$ cat src/design/bcmb_pkg.sv
package bcmb_pkg;

    // Width of the running memory address
    localparam int ADDR_BITS = 16;

    // Host command letters
    localparam logic [7:0] CMD_READ      = 8'h72;  // 'r'
    localparam logic [7:0] CMD_WRITE     = 8'h77;  // 'w'
    localparam logic [7:0] CMD_MODIFY    = 8'h6D;  // 'm'
    localparam logic [7:0] CMD_NEXT_READ = 8'h6E;  // 'n'

    // ASCII bases for hex digits
    localparam logic [7:0] ASCII_ZERO   = 8'h30;   // '0'
    localparam logic [7:0] ASCII_ALPHA  = 8'h37;   // 'A' - 10
    localparam logic [3:0] DECIMAL_TOP  = 4'd9;

    // Source of an input request
    typedef enum logic {
        OP_HOST = 1'b0,
        OP_MEM  = 1'b1
    } op_t;

    // Kind of a result
    typedef enum logic [1:0] {
        KIND_WRITE = 2'd0,
        KIND_READ  = 2'd1,
        KIND_CHAR  = 2'd2
    } kind_t;

    // Command waiting for its arguments
    typedef enum logic [1:0] {
        PEND_NONE   = 2'd0,
        PEND_READ   = 2'd1,
        PEND_WRITE  = 2'd2,
        PEND_MODIFY = 2'd3
    } pend_t;

    typedef struct packed {
        op_t        op;
        logic [7:0] value;
    } cmd_item_t;

    typedef struct packed {
        kind_t       kind;
        logic [15:0] mem_address;
        logic [7:0]  mem_data;
        logic [7:0]  host_char;
        logic        last;
    } rsp_item_t;

    typedef struct packed {
        logic [ADDR_BITS-1:0] address;
        pend_t                pend;
        logic [1:0]           argc;
    } bcmb_state_t;

    // Results of one decoded request: up to two
    typedef struct packed {
        logic [1:0] count;
        rsp_item_t  first;
        rsp_item_t  second;
    } bcmb_result_t;

    // Map a nibble to an upper-case ASCII hex digit
    function automatic logic [7:0] hex_char(input logic [3:0] nibble);
        logic [7:0] base;
        base = (nibble > DECIMAL_TOP) ? ASCII_ALPHA : ASCII_ZERO;
        return base + {4'h0, nibble};
    endfunction

endpackage

$ cat src/design/bcmb_decode.sv
module bcmb_decode
    import bcmb_pkg::*;
(
    input  cmd_item_t    item,
    input  bcmb_state_t  state,
    output bcmb_state_t  state_next,
    output bcmb_result_t result
);

    logic [ADDR_BITS-1:0] addr_inc;
    logic [ADDR_BITS-1:0] addr_high;
    logic [ADDR_BITS-1:0] addr_add;
    rsp_item_t            blank;

    assign addr_inc  = state.address + ADDR_BITS'(1);
    assign addr_high = ADDR_BITS'({item.value, 8'h00});
    assign addr_add  = state.address + ADDR_BITS'(item.value);

    // Decode one request against the command state
    always_comb
    begin
        blank              = '0;
        blank.last         = 1'b1;
        state_next         = state;
        result.count       = 2'd0;
        result.first       = blank;
        result.second      = blank;

        if (item.op == OP_MEM)
        begin
            // Read data goes back as two hex characters, high nibble first
            result.count            = 2'd2;
            result.first.kind       = KIND_CHAR;
            result.first.host_char  = hex_char(item.value[7:4]);
            result.first.last       = 1'b0;
            result.second.kind      = KIND_CHAR;
            result.second.host_char = hex_char(item.value[3:0]);
        end
        else
        begin
            case (state.pend)
                PEND_NONE:
                begin
                    if (item.value == CMD_READ)
                    begin
                        state_next.pend = PEND_READ;
                        state_next.argc = 2'd0;
                    end
                    else if (item.value == CMD_WRITE)
                    begin
                        state_next.pend = PEND_WRITE;
                        state_next.argc = 2'd0;
                    end
                    else if (item.value == CMD_MODIFY)
                    begin
                        state_next.pend = PEND_MODIFY;
                        state_next.argc = 2'd0;
                    end
                    else if (item.value == CMD_NEXT_READ)
                    begin
                        state_next.address       = addr_inc;
                        result.count             = 2'd1;
                        result.first.kind        = KIND_READ;
                        result.first.mem_address = 16'(addr_inc);
                    end
                end
                PEND_MODIFY:
                begin
                    state_next.address       = addr_inc;
                    state_next.pend          = PEND_NONE;
                    state_next.argc          = 2'd0;
                    result.count             = 2'd1;
                    result.first.kind        = KIND_WRITE;
                    result.first.mem_address = 16'(addr_inc);
                    result.first.mem_data    = item.value;
                end
                PEND_READ:
                begin
                    if (state.argc == 2'd0)
                    begin
                        state_next.address = addr_high;
                        state_next.argc    = 2'd1;
                    end
                    else
                    begin
                        state_next.address       = addr_add;
                        state_next.pend          = PEND_NONE;
                        state_next.argc          = 2'd0;
                        result.count             = 2'd1;
                        result.first.kind        = KIND_READ;
                        result.first.mem_address = 16'(addr_add);
                    end
                end
                default:
                begin
                    // Write: high byte, low byte, then data
                    if (state.argc == 2'd0)
                    begin
                        state_next.address = addr_high;
                        state_next.argc    = 2'd1;
                    end
                    else if (state.argc == 2'd1)
                    begin
                        state_next.address = addr_add;
                        state_next.argc    = 2'd2;
                    end
                    else
                    begin
                        state_next.pend          = PEND_NONE;
                        state_next.argc          = 2'd0;
                        result.count             = 2'd1;
                        result.first.kind        = KIND_WRITE;
                        result.first.mem_address = 16'(state.address);
                        result.first.mem_data    = item.value;
                    end
                end
            endcase
        end
    end

endmodule

$ cat src/design/byte_command_memory_bridge.sv
// Byte command bridge: host bytes ('r' hi lo, 'w' hi lo data, 'm' data, 'n')
// become memory read and write requests, and returned read bytes become two
// upper-case hex characters for the host. While the host takes results, a host
// byte can follow the previous one in the next cycle and the two characters of
// a read-data byte leave one per cycle through the output register and a
// one-entry hold slot; no new request is taken while the hold slot is full.
// The command state updates in the cycle a request is accepted.
module byte_command_memory_bridge
    import bcmb_pkg::*;
(
    input  logic      clk,
    input  logic      rst_n,
    input  logic      cmd_valid,
    output logic      cmd_ready,
    input  cmd_item_t cmd,
    output logic      rsp_valid,
    input  logic      rsp_ready,
    output rsp_item_t rsp
);

    bcmb_state_t  state_reg;
    bcmb_state_t  state_next;
    bcmb_result_t dec;
    logic         rsp_valid_reg;
    logic         rsp_valid_next;
    rsp_item_t    rsp_reg;
    rsp_item_t    rsp_next;
    logic         hold_valid_reg;
    logic         hold_valid_next;
    rsp_item_t    hold_reg;
    rsp_item_t    hold_next;
    logic         cmd_fire;
    logic         rsp_fire;

    bcmb_decode u_decode (
        .item       (cmd),
        .state      (state_reg),
        .state_next (state_next),
        .result     (dec)
    );

    assign cmd_ready = !hold_valid_reg && (!rsp_valid_reg || rsp_ready);
    assign cmd_fire  = cmd_valid && cmd_ready;
    assign rsp_fire  = rsp_valid_reg && rsp_ready;
    assign rsp_valid = rsp_valid_reg;
    assign rsp       = rsp_reg;

    // Steer new results into the output register and hold slot
    always_comb
    begin
        rsp_valid_next  = rsp_valid_reg && !rsp_ready;
        rsp_next        = rsp_reg;
        hold_valid_next = hold_valid_reg;
        hold_next       = hold_reg;
        if (cmd_fire)
        begin
            rsp_valid_next  = (dec.count != 2'd0);
            rsp_next        = dec.first;
            hold_valid_next = (dec.count == 2'd2);
            hold_next       = dec.second;
        end
        else if (rsp_fire && hold_valid_reg)
        begin
            rsp_valid_next  = 1'b1;
            rsp_next        = hold_reg;
            hold_valid_next = 1'b0;
        end
    end

    // Control and command state
    always_ff @(posedge clk or negedge rst_n)
    begin
        if (!rst_n)
        begin
            state_reg      <= '{address: '0, pend: PEND_NONE, argc: 2'd0};
            rsp_valid_reg  <= 1'b0;
            hold_valid_reg <= 1'b0;
        end
        else
        begin
            if (cmd_fire)
            begin
                state_reg <= state_next;
            end
            rsp_valid_reg  <= rsp_valid_next;
            hold_valid_reg <= hold_valid_next;
        end
    end

    // Result payload
    always_ff @(posedge clk)
    begin
        rsp_reg  <= rsp_next;
        hold_reg <= hold_next;
    end

    // A waiting second character always sits behind a shown first one
    a_hold_behind_rsp: assert property (@(posedge clk) disable iff (!rst_n)
        hold_valid_reg |-> rsp_valid_reg)
        else $error("hold slot full with output register empty");

    // Only a final result ever waits in the hold slot
    a_hold_is_last: assert property (@(posedge clk) disable iff (!rst_n)
        hold_valid_reg |-> hold_reg.last)
        else $error("non-final result in hold slot");

    // A non-final result always has its sibling queued
    a_not_last_has_sibling: assert property (@(posedge clk) disable iff (!rst_n)
        rsp_valid_reg && !rsp_reg.last |-> hold_valid_reg)
        else $error("non-final result without queued sibling");

    // Read data yields a first hex character with its second queued
    a_mem_two_chars: assert property (@(posedge clk) disable iff (!rst_n)
        cmd_fire && cmd.op == OP_MEM |=>
            rsp_valid_reg && rsp_reg.kind == KIND_CHAR && !rsp_reg.last
            && hold_valid_reg && hold_reg.kind == KIND_CHAR)
        else $error("read data did not produce two characters");

    // No arguments are counted while idle
    a_idle_no_args: assert property (@(posedge clk) disable iff (!rst_n)
        state_reg.pend == PEND_NONE |-> state_reg.argc == 2'd0)
        else $error("argument count set with no command pending");

endmodule
$ cat config.mk
export PLATFORM = sky130hd
export DESIGN_NAME = byte_command_memory_bridge
export DESIGN_NICKNAME = d
export VERILOG_FILES = /design/src/design/bcmb_pkg.sv /design/src/design/bcmb_decode.sv /design/src/design/byte_command_memory_bridge.sv
export SDC_FILE = /design/constraint.sdc
export NUM_CORES = 1
export LEC_CHECK = 0
export ABC_AREA = 0
export BUFFER_PORTS_ARGS = -buffer_cell sky130_fd_sc_hd__buf_2
export CAP_MARGIN = 20
export CORE_MARGIN = 1
export CORE_UTILIZATION = 50
export CTS_CLUSTER_DIAMETER = 60
export DETAILED_ROUTE_END_ITERATION = 6
export PLACE_DENSITY_LB_ADDON = 0.08
export SLEW_MARGIN = 20
export SYNTH_ARGS = -nofsm -noshare
export SYNTH_HDL_FRONTEND = slang
export SYNTH_HIERARCHICAL = 1
export SYNTH_SLANG_ARGS = --single-unit
export TNS_END_PERCENT = 1
$ cat constraint.sdc
create_clock -name clk -period 3.5 [get_ports clk]
set_input_delay 0.35 -clock clk [delete_from_list [all_inputs] [get_ports clk]]
set_output_delay 0.35 -clock clk [all_outputs]
set_load 0.02 [all_outputs]
After elaboration in Yosys (flattened, before gate mapping) --
Index checks and enable logic that the tools add are counted.
Storage, ports and cells: register bits 67, output and inout port bits 37
Operators by class: $add $sub $neg 4, order comparisons 2, equal/unequal tests 16, muxes and demuxes 37, bitwise operators 1, reduce and logical (&&, ||, !) cells 18
Operators by type and width (number):
- case mux 20 bit (3 select lines) | 2
- 2-to-1 mux 16 bit | 7
- 2-to-1 mux 35 bit | 2
- 2-to-1 mux 19 bit | 3
- 2-to-1 mux 20 bit | 2
- equality test 8 x 7 -> 1 bit, second input constant | 4
- 2-to-1 mux 28 bit | 1
- 2-to-1 mux 27 bit | 1
- 2-to-1 mux 24 bit | 1
- adder 16 x 1 -> 16 bit, second input constant | 1
- adder 16 x 8 -> 16 bit | 1
- adder 8 x 4 -> 8 bit | 2
- 2-to-1 mux 4 bit | 4
- case mux 8 bit (2 select lines) | 1
- 2-to-1 mux 11 bit | 1
- 2-to-1 mux 2 bit | 5
- > comparator 4 bit, second input constant | 2
- inequality test 2 bit, second input constant | 4
- AND reduction 7 bit | 1
- 2-to-1 mux 3 bit | 2
- AND reduction 6 bit | 1
- logical AND 1 bit | 5
- 2-to-1 mux 1 bit | 5
- nonzero test 5 bit | 1
- 13 further kinds | 19

Logic depth before layout (Yosys ltp) --
Gate-level depths: netlist of run 1.
word-level depth 9, gate-level depth with buffers 11

Cells and area by module --
The synthesis of run 1 kept the hierarchy.
By module, submodules not included:
- byte_command_memory_bridge | times used 1, cells each 167, area an instance 3603.5 µm²
- bcmb_decode | times used 1, cells each 532, area an instance 3270.6 µm²

Least setup slack after synthesis of run 1 --
Ideal clock, no wire load.
kind register to register, start point reg rsp_valid_reg, in the netlist rsp_valid, end point reg rsp_reg (netlist bit rsp[0]), enable pin, arrival 2.419 ns, slack 0.642 ns, stages on the path, launching flop included 3, buffers on the path 0, cell sequence dfrtp_1 -> and2b_4 -> a21oi_1
On the way: cells in the longest elaborated chain, start to end 5, elaborated cells on any way between the ends 7, classes of those cells 7 x reduce/logical
RTL lines:
- start: declaration | RTL line byte_command_memory_bridge.sv:24 | logic rsp_valid_reg;
- start signal: assignment | RTL line byte_command_memory_bridge.sv:85 | rsp_valid_reg <= rsp_valid_next;
- zero test 1 bit | RTL line byte_command_memory_bridge.sv:42 | assign cmd_ready = !hold_valid_reg && (!rsp_valid_reg || rsp_ready);
- logical OR 1 bit | RTL line byte_command_memory_bridge.sv:42
- logical AND 1 bit | RTL line byte_command_memory_bridge.sv:42
- logical AND 1 bit | RTL line byte_command_memory_bridge.sv:43 | assign cmd_fire = cmd_valid && cmd_ready;
- nonzero test 2 bit (no line) *
- end signal: assignment | RTL line byte_command_memory_bridge.sv:93 | rsp_reg <= rsp_next;
- end: declaration | RTL line byte_command_memory_bridge.sv:26 | rsp_item_t rsp_reg;
Mark *: on every way between the ends. The rest lies on a longest branch, timed or not. A chain may end at the register's enable or synchronous reset.

==> out/qor.txt, run 1 <==
Post-Syn Area -> 6874 um^2
first-pass GRT wire length -> 30.36 mm
Seq. cell area -> 2653 um^2
RSZ-0062 raised after global routing -> no
worst r2r dst -> rsp[27]
GPL Wtd Cong -> 0.9227
fin crit share -> 84.28%
H-tree level count -> 3
final core utilization -> 55.26%
drt pass-1 iters -> 5
Synthesis Warnings -> 6
area of the multi-input gates -> 3717 um^2
clk_lat worst skew -> 0.36 ns
post-synth cell types -> 82
Post-synth ARST share -> 23.91%
Die Ht -> 119.3 um
syn avg cell area -> 9.834 um^2
IR drop worst, VDD -> 350.8 uV
Slew Viols, Final -> 0
Die X -> 119.3 um
vias in the first global route -> 5422
Mapped Cells -> 699
CP Data Arrival Time -> 3.06 ns
min Tclk post-route -> 2.950 ns
# setup viols final -> 0
site row count -> 42
critical path startpoint category -> register
Worst Setup SP -> state_reg[4]
setup TNS -> 0 ns
Via Count -> 5636
vias per cell -> 6.187
postcts setup bufs -> 0
total grt overflow -> 0
initial antenna violation count -> 0
kind of critical path -> register to register
Initial Utilization -> 51.50%
Clock Power Share -> 15.4%
GR Util All Layers -> 28.37%
CP Capture Type -> register
# IOs -> 50
Int Pwr -> 3389 uW
CTS max path bufs -> 2
DP Wirelength -> 13.20 mm
R2R Path Start -> state_reg[4]
PostCTS Resize Cnt -> 0
achievable clock frequency -> 339.0 MHz
CP Data Required Time -> 3.61 ns
FF+latch count, synth -> 92
leakage -> 0.002923 uW
min-delay worst type -> primary input to async pin
layout net count -> 760
ANT cells -> 0
net switching power -> 2671 uW
Worst-Margin Slew -> 0.9087 ns
final WL -> 19.44 mm
share of the synthesized area in the top cell type -> 30.58%
top cells by area, synth -> edfxtp_1, mux2_4, dfrtp_1
Gate power share -> 51.5%
Routed wire per std cell -> 21.34 um
CP Max Fanout -> 9
1st-iter DRT viols -> 599
Post-synth EDFFs -> 70
clk sink count -> 92
worst setup path end -> rsp[27]
cts bufs inserted -> 9
hold_buf cts -> 0
die area -> 14220 um^2
PwrDens -> 821.6 nW/um^2
number of I/O port buffers -> 49
post-synthesis sequential area ratio -> 38.59%
Switching Share -> 44.08%
final hold violation count -> 0
largest net degree at the start of global routing -> 55
status -> complete, no violations
most frequent cells in the layout -> edfxtp_1, nor2_1, a21oi_1
r2r setup slk -> 0.55 ns
layout cell share with drive strength beyond 1 -> 19.86%
area grow syn2layout -> 7.299%
Post-route DRC -> 0
Post-synth top flop -> edfxtp_1
clk_skew -> 0.005479 ns
max_cap viols -> 0
Root Buffer -> clkbuf_16
Flop pwr share -> 33.1%
core outline area -> 13350 um^2
Clock Pin Slew Worst Setup and Hold Paths -> 0.07 ns
post-route ant nets -> 0
Max-slew headroom -> 38.65%
CTS tree -> yes
Yosys top cell by area -> edfxtp_1
R2R depth -> 11
Fillers -> 1230
commonest non-fill, non-tap cell in the layout -> edfxtp_1
[metrics by stage]
stage	std cells	cell area, um^2	power, uW	hold slack [ns]	setup slack [ns]
floorplan	725	6972	4292	0.05441	0.6418
global route	911	7376	6420	0.05493	0.3646
finish	911	7376	6060	0.009350	0.5503
global placement	895	7102	5046	0.4103	0.6316
CTS	911	7376	6050	0.03237	0.5852
detailed placement	895	7102	5096	0.4107	0.5446
[logic make-up after synthesis]
logic type | after synthesis | synth area share (%)
other | 2 | 0.1093
adders and majority gates | 17 | 3.422
DFF | 92 | 38.59
and+or+nand+nor | 200 | 14.54
buffers and inverters | 101 | 8.919
xor gates and xnor gates | 24 | 3.058
AOI/OAI and AO/OA | 206 | 19.93
muxes | 57 | 11.43
[per-layer routing]
| layer | share of wire [%] | vias up | wire length (um) | GRT usage [%] |
|---|---|---|---|---|
| met3 | 6.7 | 52 | 1309 | 3.879 |
| li1 | - | 2605 | - | - |
| met1 | 44 | 2758 | 8517 | 37.83 |
| met5 | 0 | - | 0 | 0 |
| met2 | 46 | 221 | 8923 | 44.99 |
| met4 | 3.6 | 0 | 692 | 14.40 |
[worst min-delay path by stage]
stage	depth (start not counted)	to	start	slack, ns
floorplan	0	hold_valid_reg	rst_n	0.05
global placement	1	state_reg[18]	rst_n	0.41
detailed placement	1	state_reg[18]	rst_n	0.41
CTS	1	state_reg[18]	rst_n	0.03
global route	1	state_reg[18]	rst_n	0.05
finish	1	state_reg[16]	rst_n	0.009
[power by group through the flow]
stage                     clock network, uW  logic [uW]  registers [uW]
after CTS                               955        3100            2000
after global routing                    990        3370            2060
after detailed placement                  0        3070            2020
after floorplan                           0        2230            2060
after global placement                    0        3040            2000
final                                   932        3120            2000
[layout make-up]
type / count / share of cell area (%)
Multi-Input combinational cell: 532 / 50.40
Clock inverter: 7 / 0.6616
Inverter: 21 / 1.069
Sequential cell: 92 / 35.96
Clock buffer: 9 / 3.053
Timing Repair Buffer: 74 / 5.869
Tap cell: 176 / 2.986
[synthesized netlist by cell type, drive strengths merged (7+ instances only)]
cell    count
o22ai      11
o21a       10
clkbuf     19
and2        9
nor3       17
edfxtp     70
ha         14
buf        61
mux2       55
a221oi     11
inv        20
a211oi     12
nand2      53
and3       13
xor2        8
nand2b      8
a31oi       9
o21ai      34
xnor2      16
a21o        7
nor2       63
dfrtp      22
nand3       9
a21oi      61
nand4       7
[worst max-delay path, cell delays in order, from the launching register on]
cell and delay (ns):
dfrtp_1 0.49, ha_1 0.25, inv_1 0.06, fa_1 0.41
nor2b_1 0.18, o21bai_1 0.12, a31o_2 0.28, nor2_1 0.22
xor2_1 0.10, a22oi_1 0.20, a221oi_1 0.13, mux2_4 0.27
Power figures use the tool's default switching activity.
==> run 2, diff against run 1 <==
Settings changed: ABC_AREA 0 to 1.
Clock period 3.5 ns to 2.89 ns, I/O delays scaled along.
==> run 2 against run 1 <==
Effect of this change: flip-flop and latch count did not move; critical path depth up 4; clock power is 30% higher; largest cell class unchanged; fmax up 16%.
==> out/qor.txt, run 2 <==
status -> complete, no violations
initial antenna violation count -> 0 (unchanged)
Worst-Margin Slew -> 0.6790 ns (-0.2297 ns)
final WL -> 21.05 mm (+8.3%)
Post-Syn Area -> 6823 um^2 (-0.75%)
Post-synth ARST share -> 23.91% (unchanged)
PwrDens -> 940.9 nW/um^2 (+15%)
Post-route DRC -> 0 (unchanged)
PostCTS Resize Cnt -> 0 (unchanged)
Slew Viols, Final -> 0 (unchanged)
DR WL met2 -> 9.567 mm (+7.2%)
# setup viols final -> 0 (unchanged)
main combinational cell family by area after synthesis -> simple AND/OR/NAND/NOR gates
final hold violation count -> 0 (unchanged)
top cells by area, synth -> edfxtp_1, nand2_1, dfrtp_1
Int Pwr -> 3621 uW (+6.9%)
total grt overflow -> 0 (unchanged)
placement-stage cell area -> 7123 um^2 (+0.30%)
CP bufs+invs -> 3 (+2)
CP Capture Type -> register
syn avg cell area -> 7.274 um^2 (-26%)
most frequent cell after synthesis -> nand2_1
Post-synth top flop -> edfxtp_1
Commonest cells post-synth -> nand2_1, inv_1, edfxtp_1, nand3_1, nand4_1
net switching power -> 3379 uW (+26%)
CP cell instances -> ha_1 -> inv_1 -> fa_1 -> inv_1 -> nand2_1 -> nand2_1 -> nand3_1 -> nand2_1 -> nand3_1 -> nand3_1 -> nand3_1 -> a21boi_0 -> inv_1 -> nand4_1 -> nand2_1
Yosys top cell by area -> edfxtp_1
leakage -> 0.003624 uW (+24%)
worst slack at placement -> 0.3057 ns (-0.2389 ns)
Switching Share -> 48.27% (+4.2 points)
Post-synth EDFFs -> 70 (unchanged)
post-synthesis sequential area ratio -> 38.88% (+0.29 points)
GR Util All Layers -> 30.77% (+2.4 points)
DRT met1 WL -> 8.610 mm (+1.1%)
WP depth -> 15 (+4)
clk_lat worst skew -> 0.36 ns (about the same)
drt pass-1 iters -> 6 (+1)
die area -> 14120 um^2 (-0.73%)
Post-Synth Adder-Cell Area -> 3.448% (+0.026 points)
min-delay worst type -> primary input to register
setup TNS -> 0 ns (unchanged)
worst setup margin -> 0.3493 ns (-0.2009 ns)
core outline area -> 13300 um^2 (-0.39%)
Synth Area in XOR/XNOR -> 1.284% (-1.8 points)
simple-gate portion of the synthesized area -> 33.67% (+19 points)
Mapped Cells -> 938 (+34%)
Clock Pin Slew Worst Setup and Hold Paths -> 0.08 ns (about the same)
fin area -> 7440 um^2 (+0.87%)
Hold Path Stages -> 4
CP Data Arrival Time -> 2.65 ns (-0.41 ns)
CP Max Fanout -> 7 (-2)
critical path startpoint category -> register
vias in the first global route -> 5973 (+10%)
share of the synthesized area in the top cell type -> 30.81% (+0.23 points)
IR drop worst, VDD -> 374.4 uV (+6.7%)
most frequent cells in the layout -> nand2_1, inv_1, nand3_1, edfxtp_1, nand4_1
Initial Utilization -> 51.32% (-0.18 points)
CTS max path bufs -> 2 (unchanged)
FF+latch count, synth -> 92 (unchanged)
clk_skew -> 0.01550 ns (+0.01002 ns)
# IOs -> 50 (unchanged)
slowest stage cell on the critical path -> dfrtp_1
Gate power share -> 51.1% (-0.4 points)
layout net count -> 1010 (+33%)
post-route ant nets -> 0 (unchanged)
mux share of post-synthesis cell area -> 0% (-11 points)
RSZ-0062 raised after global routing -> no
Die X -> 118.8 um (-0.36%)
min Tclk post-route -> 2.541 ns (-0.4091 ns)
largest net degree at the start of global routing -> 58 (+5.5%)
Synthesis Warnings -> 6 (unchanged)
Routed wire per std cell -> 18.13 um (-15%)
GPL Wtd Cong -> 0.9801 (+6.2%)
met3 routed WL -> 2.053 mm (+57%)
kind of critical path -> register to register
delay-heaviest family, CP -> simple AND/OR/NAND/NOR gates
number of I/O port buffers -> 49 (unchanged)
Clock Power Share -> 17.3% (+1.9 points)
R2R depth -> 15 (+4)
Flop pwr share -> 31.5% (-1.6 points)
DP Wirelength -> 14.69 mm (+11%)
1st-iter DRT viols -> 666 (+11%)
max_cap viols -> 0 (unchanged)
Via Count -> 6608 (+17%)
area grow syn2layout -> 9.041%
commonest non-fill, non-tap cell in the layout -> nand2_1
Root Buffer -> clkbuf_16
cts bufs inserted -> 9 (unchanged)
H-tree level count -> 3 (unchanged)
CTS tree -> yes
achievable clock frequency -> 393.6 MHz (+16%)
fin crit share -> 87.91% (+3.6 points)
Slowest Stage Delay on Critical Path -> 0.39 ns (-0.10 ns)
postcts setup bufs -> 0 (unchanged)
post-synth cell types -> 44 (-46%)
Compound-Gate Fraction of Synth Area -> 9.829% (-10 points)
Die Ht -> 118.8 um (-0.36%)
CP Data Required Time -> 3.00 ns (-0.61 ns)
ANT cells -> 0 (unchanged)
vias per cell -> 5.692 (-8.0%)
layout cell share with drive strength beyond 1 -> 11.47% (-8.4 points)
Top Metal Used -> met4
site row count -> 42 (unchanged)
Max-slew headroom -> 54.73% (+16 points)
first-pass GRT wire length -> 32.86 mm (+8.2%)
clk sink count -> 92 (unchanged)
==> run 2: cell types whose count changed after synthesis, moves of 12 or more <==
cell | previous run | this run
nand2_1 | 53 | 296
nand4_1 | 6 | 68
inv_1 | 18 | 103
and3_1 | 13 | 0
mux2_1 | 16 | 0
mux2_4 | 39 | 0
o21ai_0 | 20 | 46
nand3_1 | 9 | 70
xnor2_1 | 16 | 4
==> run 2: cell families (layout without fill, tap and decap cells) <==
logic type | after synthesis | after routing
simple gates | 515 | 515
compound gates | 123 | 123
buf+inv | 179 | 200
fa+ha+maj | 17 | 17
other cells | 2 | 28
flops | 92 | 92
xor+xnor | 10 | 10
==> run 2: timing repair <==
item | 4_1_cts | 5_1_grt
endpoints found under the hold margin | 22 | 0
hold buffers | 1 | 0
endpoints found under the setup margin | 0 | 0
==> run 2: through the flow <==
step	total power, uW	instances	util [%]	hold slack, ns
after floorplan	4695	964	-	-0.006591
after global placement	5716	1144	53.58	0.3419
after detailed placement	5729	1144	53.58	0.3429
after CTS	6960	1161	55.96	0.2686
after global routing	7490	1161	55.96	0.2980
final	7000	1161	55.96	0.2747
==> run 2: path summary, 6_finish.rpt <==
| kind | startpoint | to | slack [ns] |
|---|---|---|---|
| worst max-delay path | state_reg[4] | rsp[29] | 0.35 |
| worst min-delay path | rsp_ready | hold_valid_reg | 0.27 |
| worst max register to register | state_reg[4] | rsp[29] | 0.35 |
| worst min register to register | hold_reg[7] | rsp[7] | 0.51 |
| max in group asynchronous | rst_n | state_reg[4] | 1.99 |
| min in group asynchronous | rst_n | state_reg[9] | 0.47 |
==> run 2: power by group through the flow <==
stage | registers, uW | logic [uW] | clock network (uW)
after floorplan | 2380 | 2310 | 0
after global placement | 2230 | 3480 | 0
after detailed placement | 2240 | 3490 | 0
after CTS | 2210 | 3510 | 1240
after global routing | 2260 | 3940 | 1290
final | 2210 | 3580 | 1210
==> run 2: worst register-to-register path: stages, from the launching register on <==
cell and delay, ns:
dfrtp_1 0.39, ha_1 0.25, inv_1 0.08, fa_1 0.38, inv_1 0.08, nand2_1 0.07, nand2_1 0.08, nand3_1 0.06
nand2_1 0.21, nand3_1 0.14, nand3_1 0.13, nand3_1 0.08, a21boi_0 0.16, inv_1 0.06, nand4_1 0.08, nand2_1 0.06
==> run 2: cell type report <==
cell class	instances	area (um^2)
Multi-Input combinational cell	693	3396
Timing Repair Buffer	78	465.4
Fill cell	1305	5856
Sequential cell	92	2653
Clock buffer	9	225.2
Tap cell	176	220.2
Clock inverter	7	81.33
Inverter	106	399.1
==> run 2: layer usage <==
layer / up-vias / track usage (%)
met5: - / 0
met3: 51 / 6.130
met2: 354 / 48.14
li1: 3179 / -
met4: 0 / 14.48
met1: 3024 / 40.93
==> run 3, diff against run 2 <==
Settings changed: CTS_BUF_LIST set to sky130_fd_sc_hd__clkbuf_2 sky130_fd_sc_hd__clkbuf_4 sky130_fd_sc_hd__clkbuf_8.
==> run 3 against run 2 <==
Effect of this change: sequential power hardly changed; sequential share of layout area increased by 0.50 points; cell area fell by 1.3%; clock power down 25%; utilization shrank 0.75 points; register-to-register slack worse by 0.03 ns; worst hold slack lost 0.050 ns; clock-buffer cell count unchanged; total power decreased by 4.4%; clock skew up 0.0051 ns; fmax is 1.3% lower; critical endpoint unchanged.
==> out/qor.txt, run 3 (same netlist as run 2, synthesis figures left out) <==
die area -> 14120 um^2 (unchanged)
Flop pwr share -> 33.0% (+1.5 points)
total grt overflow -> 0 (unchanged)
first-pass GRT wire length -> 32.55 mm (-0.94%)
Fillers -> 1311 (+0.46%)
clk sink count -> 92 (unchanged)
clk_lat worst skew -> 0.40 ns (+0.04 ns)
Initial Utilization -> 51.32% (unchanged)
layout cell share with drive strength beyond 1 -> 11.57% (+0.10 points)
CP Max Fanout -> 7 (unchanged)
GPL Wtd Cong -> 0.9801 (unchanged)
net switching power -> 3343 uW (-1.1%)
final hold violation count -> 0 (unchanged)
leakage -> 0.003577 uW (-1.3%)
worst setup margin -> 0.3146 ns (-0.03471 ns)
Slowest Stage Delay on Critical Path -> 0.39 ns (about the same)
initial antenna violation count -> 0 (unchanged)
clk_skew -> 0.02057 ns (+0.005067 ns)
DP Wirelength -> 14.69 mm (unchanged)
Worst-Margin Slew -> 0.6655 ns (-0.01352 ns)
slowest stage cell on the critical path -> dfrtp_1
Die Ht -> 118.8 um (unchanged)
number of I/O port buffers -> 49 (unchanged)
Clock Pin Slew Worst Setup and Hold Paths -> 0.11 ns (+0.03 ns)
Root Buffer -> clkbuf_8
delay-heaviest family, CP -> simple AND/OR/NAND/NOR gates
1st-iter DRT viols -> 693 (+4.1%)
Switching Share -> 49.96% (+1.7 points)
vias per cell -> 5.612 (-1.4%)
CP Capture Type -> register
min-delay worst type -> primary input to register
Gate power share -> 53.4% (+2.3 points)
CTS tree -> yes
setup TNS -> 0 ns (unchanged)
core outline area -> 13300 um^2 (unchanged)
CTS max path bufs -> 2 (unchanged)
vias in the first global route -> 5910 (-1.1%)
IR drop worst, VDD -> 375.3 uV (+0.24%)
Clock Power Share -> 13.6% (-3.7 points)
Int Pwr -> 3348 uW (-7.5%)
ANT cells -> 0 (unchanged)
cts bufs inserted -> 9 (unchanged)
CP bufs+invs -> 3 (unchanged)
post-route ant nets -> 0 (unchanged)
area grow syn2layout -> 7.574%
Slew Viols, Final -> 0 (unchanged)
CP Data Required Time -> 3.04 ns (+0.04 ns)
Post-route DRC -> 0 (unchanged)
PwrDens -> 911.6 nW/um^2 (-3.1%)
layout net count -> 1010 (unchanged)
RSZ-0062 raised after global routing -> no
CP cell instances -> ha_1 -> inv_1 -> fa_1 -> inv_1 -> nand2_1 -> nand2_1 -> nand3_1 -> nand2_1 -> nand3_1 -> nand3_1 -> nand3_1 -> a21boi_0 -> inv_1 -> nand4_1 -> nand2_1
drt pass-1 iters -> 6 (unchanged)
critical path startpoint category -> register
# IOs -> 50 (unchanged)
Routed wire per std cell -> 18.00 um (-0.73%)
fin crit share -> 89.11% (+1.2 points)
# setup viols final -> 0 (unchanged)
final core utilization -> 55.20% (-0.75 points)
H-tree level count -> 3 (unchanged)
CP Data Arrival Time -> 2.73 ns (+0.08 ns)
GR Util All Layers -> 30.51% (-0.25 points)
worst slack at placement -> 0.3057 ns (unchanged)
status -> complete, no violations
Die X -> 118.8 um (unchanged)
max_cap viols -> 0 (unchanged)
largest net degree at the start of global routing -> 58 (unchanged)
final WL -> 20.90 mm (-0.73%)
kind of critical path -> register to register
achievable clock frequency -> 388.3 MHz (-1.3%)
most frequent cells in the layout -> nand2_1, inv_1, nand3_1, edfxtp_1, nand4_1
site row count -> 42 (unchanged)
commonest non-fill, non-tap cell in the layout -> nand2_1
min Tclk post-route -> 2.575 ns (+0.03471 ns)
Via Count -> 6515 (-1.4%)
Max-slew headroom -> 55.63% (+0.90 points)
worst hold slack -> 0.2243 ns (-0.05036 ns)
==> run 3: cell counts in the layout (fill, tap and decap cells not counted) <==
No cell type changed its count.
==> run 3: power groups by stage <==
stage	Sequential, uW	Clock [uW]	Combinational (uW)
4_1_cts	2210	929	3510
2_1_floorplan	2380	0	2310
6_report	2210	910	3570
3_3_place_gp	2230	0	3480
5_1_grt	2260	977	3940
3_5_place_dp	2240	0	3490
==> run 3: layer usage <==
metal | part of all wire [%] | wire length, um | GRT usage [%] | vias to the layer above
met2 | 45 | 9466 | 47.33 | 310
li1 | - | - | - | 3172
met4 | 3.9 | 806 | 13.69 | 0
met3 | 9.5 | 1983 | 6.418 | 48
met1 | 41 | 8637 | 40.98 | 2985
met5 | 0 | 0 | 0 | -
==> run 3: through the flow <==
| step | power, uW | std cells | area (um^2) |
|---|---|---|---|
| 3_5_place_dp | 5729 | 1144 | 7123 |
| 5_1_grt | 7177 | 1161 | 7340 |
| 4_1_cts | 6649 | 1161 | 7338 |
| 3_3_place_gp | 5716 | 1144 | 7123 |
| 2_1_floorplan | 4695 | 964 | 6920 |
| 6_report | 6691 | 1161 | 7340 |
==> run 3: final cells by class <==
type | instances | area, um^2 | area share, %
clock buffer | 9 | 123.9 | 1.688
clock inverter | 7 | 81.33 | 1.108
multi-input combinational | 693 | 3396 | 46.27
inverter | 106 | 399.1 | 5.438
sequential | 92 | 2654 | 36.16
tap | 176 | 220.2 | 3.000
timing repair buffer | 78 | 465.4 | 6.342
==> run 3: what timing repair did <==
item | CTS | global route
resized for setup | 0 | 1
hold buffers | 1 | 0
endpoints found under the setup margin | 0 | 1
buffers inserted | 0 | 0
endpoints found under the hold margin | 22 | 0
==> run 3: path summary, 6_finish.rpt <==
check / startpoint / endpoint / slack [ns] / depth (start not counted)
max reg2reg: state_reg[4] / rsp[29] / 0.31 / 15
max in group asynchronous: rst_n / state_reg[5] / 2.00 / 2
min in group asynchronous: rst_n / state_reg[9] / 0.42 / 2
min: rsp_ready / hold_valid_reg / 0.22 / 4
min reg2reg: hold_reg[7] / rsp[7] / 0.52 / 2
max: state_reg[4] / rsp[29] / 0.31 / 15
==> run 3: worst reg2reg max path: stages, from the launching register on <==
cell      delay, ns
dfrtp_1        0.39
ha_1           0.26
inv_1          0.08
fa_1           0.38
inv_1          0.08
nand2_1        0.07
nand2_1        0.08
nand3_1        0.07
nand2_1        0.23
nand3_1        0.14
nand3_1        0.13
nand3_1        0.08
a21boi_0       0.16
inv_1          0.06
nand4_1        0.08
nand2_1        0.06
